## config.mk

```make
export PLATFORM = sky130hd
export DESIGN_NAME = interval_table_first_fit
export DESIGN_NICKNAME = d
export VERILOG_FILES = /design/src/design/itff_pkg.sv /design/src/design/interval_table_first_fit.sv /design/src/design/itff_ram.sv
export VERILOG_INCLUDE_DIRS = /design/src /design/src/design
export SDC_FILE = /design/constraint.sdc
export NUM_CORES = 2
export LEC_CHECK = 0
export BUFFER_PORTS_ARGS = -buffer_cell sky130_fd_sc_hd__buf_2
export CORE_MARGIN = 4
export CORE_UTILIZATION = 50
export DETAILED_ROUTE_END_ITERATION = 12
export PLACE_DENSITY = 0.66
export SLEW_MARGIN = 20
export SYNTH_ARGS = -nofsm -noshare
export SYNTH_HDL_FRONTEND = slang
export SYNTH_HIERARCHICAL = 1
export SYNTH_SLANG_ARGS = --single-unit
```

## constraint.sdc

```tcl
create_clock -name clk -period 11.4 [get_ports clk]
set_input_delay 0 -clock clk [delete_from_list [all_inputs] [get_ports clk]]
set_output_delay 0 -clock clk [all_outputs]
set_load 0.01 [all_outputs]
```

## src/design/interval_table_first_fit_assert.svh

```systemverilog
// Assertion macros for the interval table, empty when SYNTHESIS is defined.
`ifndef INTERVAL_TABLE_FIRST_FIT_ASSERT_SVH
`define INTERVAL_TABLE_FIRST_FIT_ASSERT_SVH
`ifndef SYNTHESIS
`define ITFF_ASSERT_IMP(lbl, ante, cons) \
  lbl: assert property (@(posedge clk) disable iff (rst) (ante) |-> (cons)) \
    else $error("interval table check failed");
`define ITFF_ASSERT_NEXT(lbl, ante, cons) \
  lbl: assert property (@(posedge clk) disable iff (rst) (ante) |=> (cons)) \
    else $error("interval table sequencing check failed");
`else
`define ITFF_ASSERT_IMP(lbl, ante, cons)
`define ITFF_ASSERT_NEXT(lbl, ante, cons)
`endif
`endif

```

## src/design/itff_pkg.sv

```systemverilog
// Shared constants and types of the first-fit interval table.
package itff_pkg;

  localparam int SLOTS     = 32;
  localparam int TIME_BITS = 16;
  localparam int IDX_W     = $clog2(SLOTS);
  localparam int CNT_W     = $clog2(SLOTS + 1);
  localparam int IN_W      = 56;
  localparam int OUT_W     = 48;

  localparam logic [5:0] MISS_LIMIT = 6'((SLOTS < 63) ? SLOTS : 63);

  localparam logic [1:0] OP_INSERT = 2'd0;
  localparam logic [1:0] OP_PLACE  = 2'd1;
  localparam logic [1:0] OP_CLEAR  = 2'd2;

  typedef struct packed {
    logic [TIME_BITS-1:0] start_time;
    logic [TIME_BITS-1:0] stop_time;
  } entry_t;

  localparam int ENTRY_W = $bits(entry_t);

endpackage

```

## src/design/interval_table_first_fit.sv

```systemverilog
// Interval table sorted by end time, with fixed insertion and first-fit placement.
//
// Items enter on s_tvalid/s_tready/s_tdata and one result item leaves per input
// item on m_tvalid/m_tready/m_tdata. The table lives in a RAM with a registered
// read port; one comparator with its adder is shared by the gap scan and the
// sorted-insert shift, which each step through one table entry per cycle.
// The block takes one item at a time: s_tready is high only while it is idle.
// Clear, unused opcodes, an insert into a full table and a placement that cannot scan
// go straight to the response state. A fixed insert passes through the start and shift
// states, moving up the entries that end after it. A placement that fits scans the gaps
// in order, then passes through the same start and shift states; one that finds no gap
// goes from the scan to the response state.
// Reset empties the table and clears the miss counter; table contents are not
// cleared, since only entries below the fill count are ever used.
// When the receiver stalls, the finished result waits in the output register; the
// block can take one more item meanwhile and holds its result until the register
// is free.
module interval_table_first_fit (
  input  logic                     clk,
  input  logic                     rst,
  input  logic                     s_tvalid,
  output logic                     s_tready,
  // opcode[1:0], begin_time[17:2], end_time[33:18], length[49:34], zero pad
  input  logic [itff_pkg::IN_W-1:0]  s_tdata,
  output logic                     m_tvalid,
  input  logic                     m_tready,
  // placed[0], placed_begin[16:1], placed_end[32:17], entry_count[38:33],
  // unplaced_count[44:39], zero pad
  output logic [itff_pkg::OUT_W-1:0] m_tdata
);

  localparam logic [2:0] ST_IDLE  = 3'd0;
  localparam logic [2:0] ST_SCAN  = 3'd1;
  localparam logic [2:0] ST_START = 3'd2;
  localparam logic [2:0] ST_SHIFT = 3'd3;
  localparam logic [2:0] ST_RESP  = 3'd4;

  localparam int TB = itff_pkg::TIME_BITS;
  localparam int IW = itff_pkg::IDX_W;
  localparam int CW = itff_pkg::CNT_W;

  logic [2:0]    state;
  logic [IW-1:0] idx;
  logic [CW-1:0] held;
  logic [5:0]    miss;
  logic          placed;
  logic [TB-1:0] pb;
  logic [TB-1:0] pe;
  logic [TB-1:0] len;
  logic [TB-1:0] prev_end;

  logic [1:0]    in_opcode;
  logic [TB-1:0] in_begin;
  logic [TB-1:0] in_end;
  logic [TB-1:0] in_length;
  logic          accept;

  logic              we;
  logic [IW-1:0]     raddr;
  itff_pkg::entry_t  wentry;
  itff_pkg::entry_t  rentry;
  logic [itff_pkg::ENTRY_W-1:0] rword;

  logic [TB:0]   gap_sum;
  logic [TB-1:0] cmp_a;
  logic [TB:0]   cmp_b;
  logic          cmp_ge;
  logic          shift_stop;
  logic          last_gap;
  logic          out_free;

  assign in_opcode = s_tdata[1:0];
  assign in_begin  = s_tdata[17:2];
  assign in_end    = s_tdata[33:18];
  assign in_length = s_tdata[49:34];

  assign s_tready = (state == ST_IDLE);
  assign accept   = s_tvalid && s_tready;
  assign out_free = !m_tvalid || m_tready;

  assign rentry = itff_pkg::entry_t'(rword);

  // Shared compare unit: the gap test is begin >= prev_end + len (one bit of
  // headroom keeps it exact); the insert test stops once an entry ends at or
  // before the new end.
  assign gap_sum = {1'b0, prev_end} + {1'b0, len};

  always_comb begin
    cmp_a = pe;
    cmp_b = {1'b0, rentry.stop_time};
    case (state)
      ST_SCAN: begin
        cmp_a = rentry.start_time;
        cmp_b = gap_sum;
      end
      default: begin
        cmp_a = pe;
        cmp_b = {1'b0, rentry.stop_time};
      end
    endcase
  end

  assign cmp_ge     = ({1'b0, cmp_a} >= cmp_b);
  assign shift_stop = (idx == '0) || cmp_ge;
  assign last_gap   = (CW'(idx) == held - CW'(1));

  always_comb begin
    raddr = '0;
    case (state)
      ST_SCAN:  raddr = idx + IW'(1);
      ST_START: raddr = IW'(held - CW'(1));
      ST_SHIFT: raddr = idx - IW'(2);
      default:  raddr = '0;
    endcase
  end

  assign we = (state == ST_SHIFT);

  always_comb begin
    if (shift_stop) begin
      wentry.start_time = pb;
      wentry.stop_time  = pe;
    end else begin
      wentry = rentry;
    end
  end

  itff_ram #(
    .WIDTH(itff_pkg::ENTRY_W),
    .DEPTH(itff_pkg::SLOTS)
  ) u_table (
    .clk   (clk),
    .we    (we),
    .waddr (idx),
    .wdata (wentry),
    .raddr (raddr),
    .rdata (rword)
  );

  always_ff @(posedge clk) begin
    if (rst) begin
      state    <= ST_IDLE;
      held     <= '0;
      miss     <= '0;
      m_tvalid <= 1'b0;
    end else begin
      case (state)
        ST_IDLE: begin
          if (accept) begin
            placed <= 1'b0;
            pb     <= '0;
            pe     <= '0;
            len    <= in_length;
            state  <= ST_RESP;
            case (in_opcode)
              itff_pkg::OP_INSERT: begin
                if (held < CW'(itff_pkg::SLOTS)) begin
                  pb    <= in_begin;
                  pe    <= in_end;
                  state <= ST_START;
                end
              end
              itff_pkg::OP_PLACE: begin
                if (held >= CW'(2) && held < CW'(itff_pkg::SLOTS)) begin
                  idx   <= '0;
                  state <= ST_SCAN;
                end else if (miss < itff_pkg::MISS_LIMIT) begin
                  miss <= miss + 6'd1;
                end
              end
              itff_pkg::OP_CLEAR: begin
                held <= '0;
              end
              default: begin
                held <= held;
              end
            endcase
          end
        end
        ST_SCAN: begin
          // The read data holds the entry at idx; prev_end is the end of idx - 1.
          if (idx == '0) begin
            prev_end <= rentry.stop_time;
            idx      <= idx + IW'(1);
          end else if (cmp_ge) begin
            pb    <= prev_end;
            pe    <= gap_sum[TB-1:0];
            state <= ST_START;
          end else if (last_gap) begin
            if (miss < itff_pkg::MISS_LIMIT) begin
              miss <= miss + 6'd1;
            end
            state <= ST_RESP;
          end else begin
            prev_end <= rentry.stop_time;
            idx      <= idx + IW'(1);
          end
        end
        ST_START: begin
          idx   <= IW'(held);
          state <= ST_SHIFT;
        end
        ST_SHIFT: begin
          // Entries ending after the new one move up by one, top first.
          if (shift_stop) begin
            held   <= held + CW'(1);
            placed <= 1'b1;
            state  <= ST_RESP;
          end else begin
            idx <= idx - IW'(1);
          end
        end
        ST_RESP: begin
          if (out_free) begin
            m_tvalid <= 1'b1;
            state    <= ST_IDLE;
          end
        end
        default: begin
          state <= ST_IDLE;
        end
      endcase
      if (state != ST_RESP && m_tready) begin
        m_tvalid <= 1'b0;
      end
    end
  end

  always_ff @(posedge clk) begin
    if (state == ST_RESP && out_free) begin
      m_tdata <= {3'b000, miss, 6'(held), pe, pb, placed};
    end
  end

  `include "interval_table_first_fit_assert.svh"

  `ITFF_ASSERT_IMP(a_held_bound, 1'b1, held <= CW'(itff_pkg::SLOTS))
  `ITFF_ASSERT_IMP(a_write_in_shift, we, state == ST_SHIFT && held < CW'(itff_pkg::SLOTS))
  `ITFF_ASSERT_IMP(a_placed_has_entry, m_tvalid && m_tdata[0], m_tdata[38:33] != 6'd0)
  `ITFF_ASSERT_NEXT(a_miss_steps, state != ST_IDLE && state != ST_SCAN, $stable(miss))

endmodule

```

## src/design/itff_ram.sv

```systemverilog
// Generic single-write, single-read RAM with registered read data.
module itff_ram #(
  parameter int WIDTH = 32,
  parameter int DEPTH = 32
) (
  input  logic                     clk,
  input  logic                     we,
  input  logic [$clog2(DEPTH)-1:0] waddr,
  input  logic [WIDTH-1:0]         wdata,
  input  logic [$clog2(DEPTH)-1:0] raddr,
  output logic [WIDTH-1:0]         rdata
);

  logic [WIDTH-1:0] mem [DEPTH];

  always_ff @(posedge clk) begin
    if (we) begin
      mem[waddr] <= wdata;
    end
    rdata <= mem[raddr];
  end

endmodule

```

==> Word level (Yosys, flattened, before mapping) <==
Memories as Yosys holds them, arrays and structs flattened. A register that Yosys moved wholly into a read port is not among the register bits.
Cells that the tools add are included.
{ "classes": {"addsub": 7, "n_reduce_logical": 23, "bitwise_logic": 1, "magnitude_cmp": 4, "n_eq_ne": 25, "n_mux": 54} }
{ "op_table": {"columns": ["operator", "count"], "rows": [
  ["$mux W16", 14],
  ["$pmux W16 S2", 2],
  ["$mux W6", 10],
  ["$mux W5", 7],
  ["$mux W32", 1],
  ["$mux W3", 8],
  ["$pmux W6 S2", 2],
  ["$pmux W5 S4", 1],
  ["$add A16 B16 Y17", 1],
  ["$ge A16 B17 Y1", 1],
  ["$mux W17", 1],
  ["$ne A2 B2 Y1 const B", 8],
  ["$pmux W3 S5", 1],
  ["$pmux W5 S3", 1],
  ["$add A6 B1 Y6 const B", 2],
  ["$lt A6 B6 Y1 const B", 2],
  ["$ne A2 B1 Y1 const B", 6],
  ["$ne A3 B3 Y1 const B", 4],
  ["$reduce_and A4 Y1", 3],
  ["$reduce_and A5 Y1", 2],
  ["$reduce_and A8 Y1", 1],
  ["$reduce_and A7 Y1", 1],
  ["$eq A3 B2 Y1 const B", 2],
  ["$eq A5 B6 Y1", 1],
  ["other kinds (24)", 32]
]} }
{ "totals": {"register_bits": 131, "mem_bits_rw": 1024, "output_inout_bits": 50, "word_cells": 126, "memories": 1} }
{ "mem_list": {"columns": ["name", "words", "width", "read_ports", "rd_ports_with_merged_regs", "wr", "line", "source"], "rows": [
  ["u_table.mem", 32, 32, 1, 1, 1, "itff_ram.sv:14", "logic [WIDTH-1:0] mem [DEPTH];"]
]} }

==> Logic depth before layout (Yosys ltp) <==
{ "depth": {"word_depth": 6, "ltp_mapped": 20, "ltp_nobuf": 18} }

==> By module <==
The synthesis kept the hierarchy.
{ "modules_own_cells": {"columns": ["mod", "area_per_inst_um2", "cells_per_inst", "n_inst"], "rows": [
  ["itff_ram", 40492.6, 2260, 1],
  ["interval_table_first_fit", 7332.0, 711, 1]
]} }

==> Worst setup path after synthesis <==
OpenSTA, ideal clock, no wires.
{ "synth_path": {"path_type": "register to register", "startpoint": "reg prev_end[0]", "endpoint": "reg pb[0], enable pin", "path_stages_with_launch": 19, "path_buffers": 0, "required_ns": 10.899, "synth_period_minus_slack_ns": 6.883, "path_slack_ns": 4.517, "arrival_time_ns": 6.382, "setup_ns": 0.501, "path_cell_list": "edfxtp_1 -> ha_1 -> inv_1 -> fa_1 -> nor2b_1 -> o31a_1 -> o211ai_1 -> o21bai_1 -> a21oi_1 -> mux2i_1 -> a2111oi_0 -> ha_1 -> o21a_1 -> o21ai_1 -> a311o_1 -> o21ai_0 -> o32ai_1 -> a2bb2oi_1 -> nor4_1"} }
{ "synth_via": {"elab_chain_len": 5} }
{ "synth_rtl": {"columns": ["element", "line", "source"], "rows": [
  ["from (decl)", "interval_table_first_fit.sv:50", "logic [TB-1:0] prev_end;"],
  ["from (signal assigned)", "interval_table_first_fit.sv:183", "prev_end <= rentry.stop_time;"],
  ["from (signal assigned)", "interval_table_first_fit.sv:195", "prev_end <= rentry.stop_time;"],
  ["$add A16 B16 Y17", "interval_table_first_fit.sv:86", "assign gap_sum = {1'b0, prev_end} + {1'b0, len};"],
  ["$mux W17", "interval_table_first_fit.sv:91", "case (state)"],
  ["$ge A16 B17 Y1", "interval_table_first_fit.sv:103", "assign cmp_ge = ({1'b0, cmp_a} >= cmp_b);"],
  ["$ne A2 B2 Y1 (no source line)", null, null],
  ["$reduce_and A5 Y1 (no source line)", null, null],
  ["to (signal assigned)", "interval_table_first_fit.sv:158", "pb <= in_begin;"],
  ["to (signal assigned)", "interval_table_first_fit.sv:186", "pb <= prev_end;"],
  ["to (decl)", "interval_table_first_fit.sv:47", "logic [TB-1:0] pb;"]
]} }
No other way between the ends.
A chain may end at the register's enable or synchronous reset.

==> results.txt <==
outcome = completed
Longest Clk Path Bufs = 3
PwrDens = 266.6 nW/um2
insertion delay of the later-clocked pin in the worst-skew pair = 0.69 ns
yosys warns = 6
CP arrival = 6.43 ns
DR vias/cell = 5.998
CTS tree = done
CP Max Fanout = 32
drc violations = 0
clk_skew = 0.02639 ns
drt pass-1 iters = 6
RSZ-0062 raised after global routing = no
CTS Buf Count = 116
H-tree depth = 3
Final Total Pwr = 0.01445 W
ANT nets after route = 0
Synth Area in Simple Gates = 0.05429
CTS resizes = 0
clk slew on worst S/H paths = 0.06 ns
final worst path period share = 0.5351
Synth cell types = 74
initial antenna violation count = 1
Sw Pwr = 0.004663 W
clock share of power = 0.264
FF+latch area = 35160 um2
Highest Signal Layer = met5
EDFF count, synth = 1139
Yosys reg bits = 1187
Root Driver = clkbuf_16
FMAX = 163.9 MHz
Flop pwr share = 0.461
layout cells sized above 1 = 0.1179
filler cell count in the final layout = 7197
Multi-input gate area = 11970 um2
mux cell area share after synthesis = 0.1108
hold_sp = s_tdata[40]
M1 WL = 47.42 mm
sequential area share after synthesis = 0.7353
maxcap violations = 0
Die H = 317.3 um
Layout area overhead = 13.31%
utilization after layout = 0.5704
Netlist Area Pre-Place = 47820 um2
worst setup path start = len[1]$_DFFE_PP_
FF-to-FF setup slack = 5.30 ns
critical path class = reg -> reg
Critical Path RT = 11.73 ns
DP Area = 49760 um2
Synth Area in Compound Gates = 0.06237
Int Pwr = 0.009787 W
chip width = 317.3 um
Slew Limit Fails = 0
GRT Residual Overflow = 0
Final Hold Fails = 0
nets = 3244
final WL = 120.5 mm
DIE AREA = 100700 um2
WL met2 = 60.61 mm
HPWL Detailed = 62.92 mm
Syn Area/Cell = 16.10 um2
Clock Sinks = 1187
Initial Util = 0.5034
slew margin rel. = 0.2771
Syn Inst Count = 2971
Worst setup SP type = flip-flop
FFs w/ async S/R, synth = 0
reg-to-reg startpoint = len[1]$_DFFE_PP_
Fin Setup TNS = 0 ns
via count = 27.03k
wire length on met3 = 9.226 mm
vias in the first global route = 26.58k
first-iteration detailed-routing DRC count = 2716
combinational family with the most area after synthesis = multiplexers
Tmin final = 6.100 ns
total core area = 95010 um2
largest net degree at the start of global routing = 135
adder-cell share of the synthesized area = 0.01141
Gate power share = 0.275
Row Count = 113
IO Pins = 110
peak supply drop = 0.1816 mV
design area = 54190 um2
GRT Resource Usage Total = 0.2345
DR WL/cell = 26.74 um
ys flop type = edfxtp_1
crit path capture type = flip-flop
Port Buffers = 100
XOR/XNOR Fraction of Synth Area = 0.004788
Final setup viols = 0
Sw Ratio = 0.3227
Worst-Margin Slew = 1.084 ns
Setup Buffers After CTS = 0
routability cong. = 0.8602
P_leak = 17.45 nW
worst hold path class = in -> reg
first-pass GRT wire length = 172.5 mm
[layer usage]
| layer | global-route usage | vias to the layer above |
|---|---|---|
| met3 | 0.04060 | 210 |
| met2 | 0.4119 | 1131 |
| li1 | - | 11900 |
| met5 | 0 | - |
| met4 | 0.06869 | 2 |
| met1 | 0.3002 | 13790 |
[placed cells by master, fill, tap and decap left out, drive strengths merged, types with 5 or more instances in the layout]
| cell | instances |
|---|---|
| a31oi | 37 |
| mux2i | 524 |
| nor2 | 69 |
| a22oi | 98 |
| nand3b | 7 |
| clkinv | 49 |
| nor3b | 5 |
| a21o | 10 |
| a22o | 88 |
| buf | 157 |
| mux2 | 5 |
| nand2 | 277 |
| xor2 | 8 |
| ha | 42 |
| xnor2 | 16 |
| and2 | 7 |
| o21ai | 18 |
| bufinv | 13 |
| inv | 20 |
| and3 | 7 |
| a21oi | 124 |
| nand2b | 5 |
| nor3 | 46 |
| nor2b | 10 |
| a211oi | 10 |
| clkbuf | 151 |
| nand3 | 111 |
| o21a | 6 |
| nand4 | 7 |
| dlygate4sd3 | 58 |
| dfxtp | 48 |
| o211ai | 10 |
| edfxtp | 1139 |
[logic make-up after synthesis]
family,count (synthesis)
buffers and inverters,185
AND/OR/NAND/NOR,572
multiplexers,529
adder cells (fa/ha/maj),43
XOR/XNOR,24
other,1
flip-flops,1187
AO/OA/AOI/OAI,430
[cell usage after synthesis, types with 7 or more instances]
master    number  area [um2]
edfxtp_1    1139       34200
mux2i_1      524        5245
nand2_1      277        1040
a21oi_1      124       620.6
nand3_1      111       555.5
a22oi_1       98       735.7
a22o_1        88       770.7
nor2_1        69       259.0
clkbuf_1      65       244.0
dfxtp_1       48       960.9
nor3_1        44       220.2
ha_1          42       525.5
a31oi_1       37       231.5
buf_4         37       277.8
buf_2         33       165.2
inv_1         18       67.56
buf_6         16       180.2
o21ai_0       16       80.08
xnor2_1       16       140.1
buf_1         12       45.04
a21o_1        10       75.07
nor2b_1       10       62.56
o211ai_1      10       75.07
a211oi_1       9       67.56
and2_1         7       43.79
nand3b_1       7       52.55
nand4_1        7       43.79
xor2_1         7       61.31
[worst paths after layout]
check	cells after the start	end
worst min-delay path	2	len[6]$_DFFE_PP_
worst max register to register	17	u_table/mem[2][24]$_DFFE_PP_
worst min register to register	0	m_tdata[0]$_DFFE_PP_
worst max-delay path	17	u_table/mem[2][24]$_DFFE_PP_
[sequential cells by signal, summed over array words and instances, names as in the netlist]
register       flops
idx                5
m_tdata           45
u_table/mem     1024
pe                16
len               16
placed             1
held               6
state              3
pb                16
miss               6
u_table/rdata     32
m_tvalid           1
prev_end          16
[power by group through the flow]
stage | Sequential [W] | Combinational, W | Clock, W
after global routing | 0.00668 | 0.00428 | 0.00406
after global placement | 0.00672 | 0.00373 | 0
after CTS | 0.00665 | 0.00393 | 0.00387
after floorplan | 0.00658 | 0.00273 | 0
final | 0.00666 | 0.00397 | 0.00382
after detailed placement | 0.00674 | 0.00390 | 0
[what timing repair did]
| item | in CTS | in global routing |
|---|---|---|
| endpoints found under the hold margin | 80 | 0 |
| hold buffers | 58 | 0 |
| setup endpoints to repair | 0 | 0 |
[layout make-up]
class                      count  area share
antenna                        1  0.00004618
multi-input combinational   1601      0.2209
inverter                      20    0.001385
tap                         1265     0.02921
clock inverter                66     0.01238
sequential                  1187      0.6489
timing repair buffer         215     0.02854
clock buffer                 151     0.05867
[worst max-delay path, stage by stage (launching register included)]
cell      delay (ns)
edfxtp_1        0.42
ha_1            0.34
a211oi_1        0.39
o211ai_1        0.22
a41oi_1         0.50
o21ai_0         0.25
a211oi_1        0.33
xnor2_1         0.21
mux2i_1         0.14
ha_1            0.32
nand4_1         0.10
nor4_1          0.32
nor3_1          0.08
o211ai_1        0.25
o21a_1          0.42
buf_4           0.56
nand2_1         0.14
nand2_1         0.73
[through the flow]
| step | hold slack, ns | setup slack (ns) | std cells |
|---|---|---|---|
| after floorplan | 0.09887 | 4.517 | 2973 |
| after global placement | 0.1795 | 5.575 | 4230 |
| after detailed placement | 0.1781 | 5.417 | 4230 |
| after CTS | 0.002301 | 5.378 | 4505 |
| after global routing | 0.01763 | 4.986 | 4505 |
| final | 0.03522 | 5.300 | 4506 |
Power figures use the tool's default switching activity.
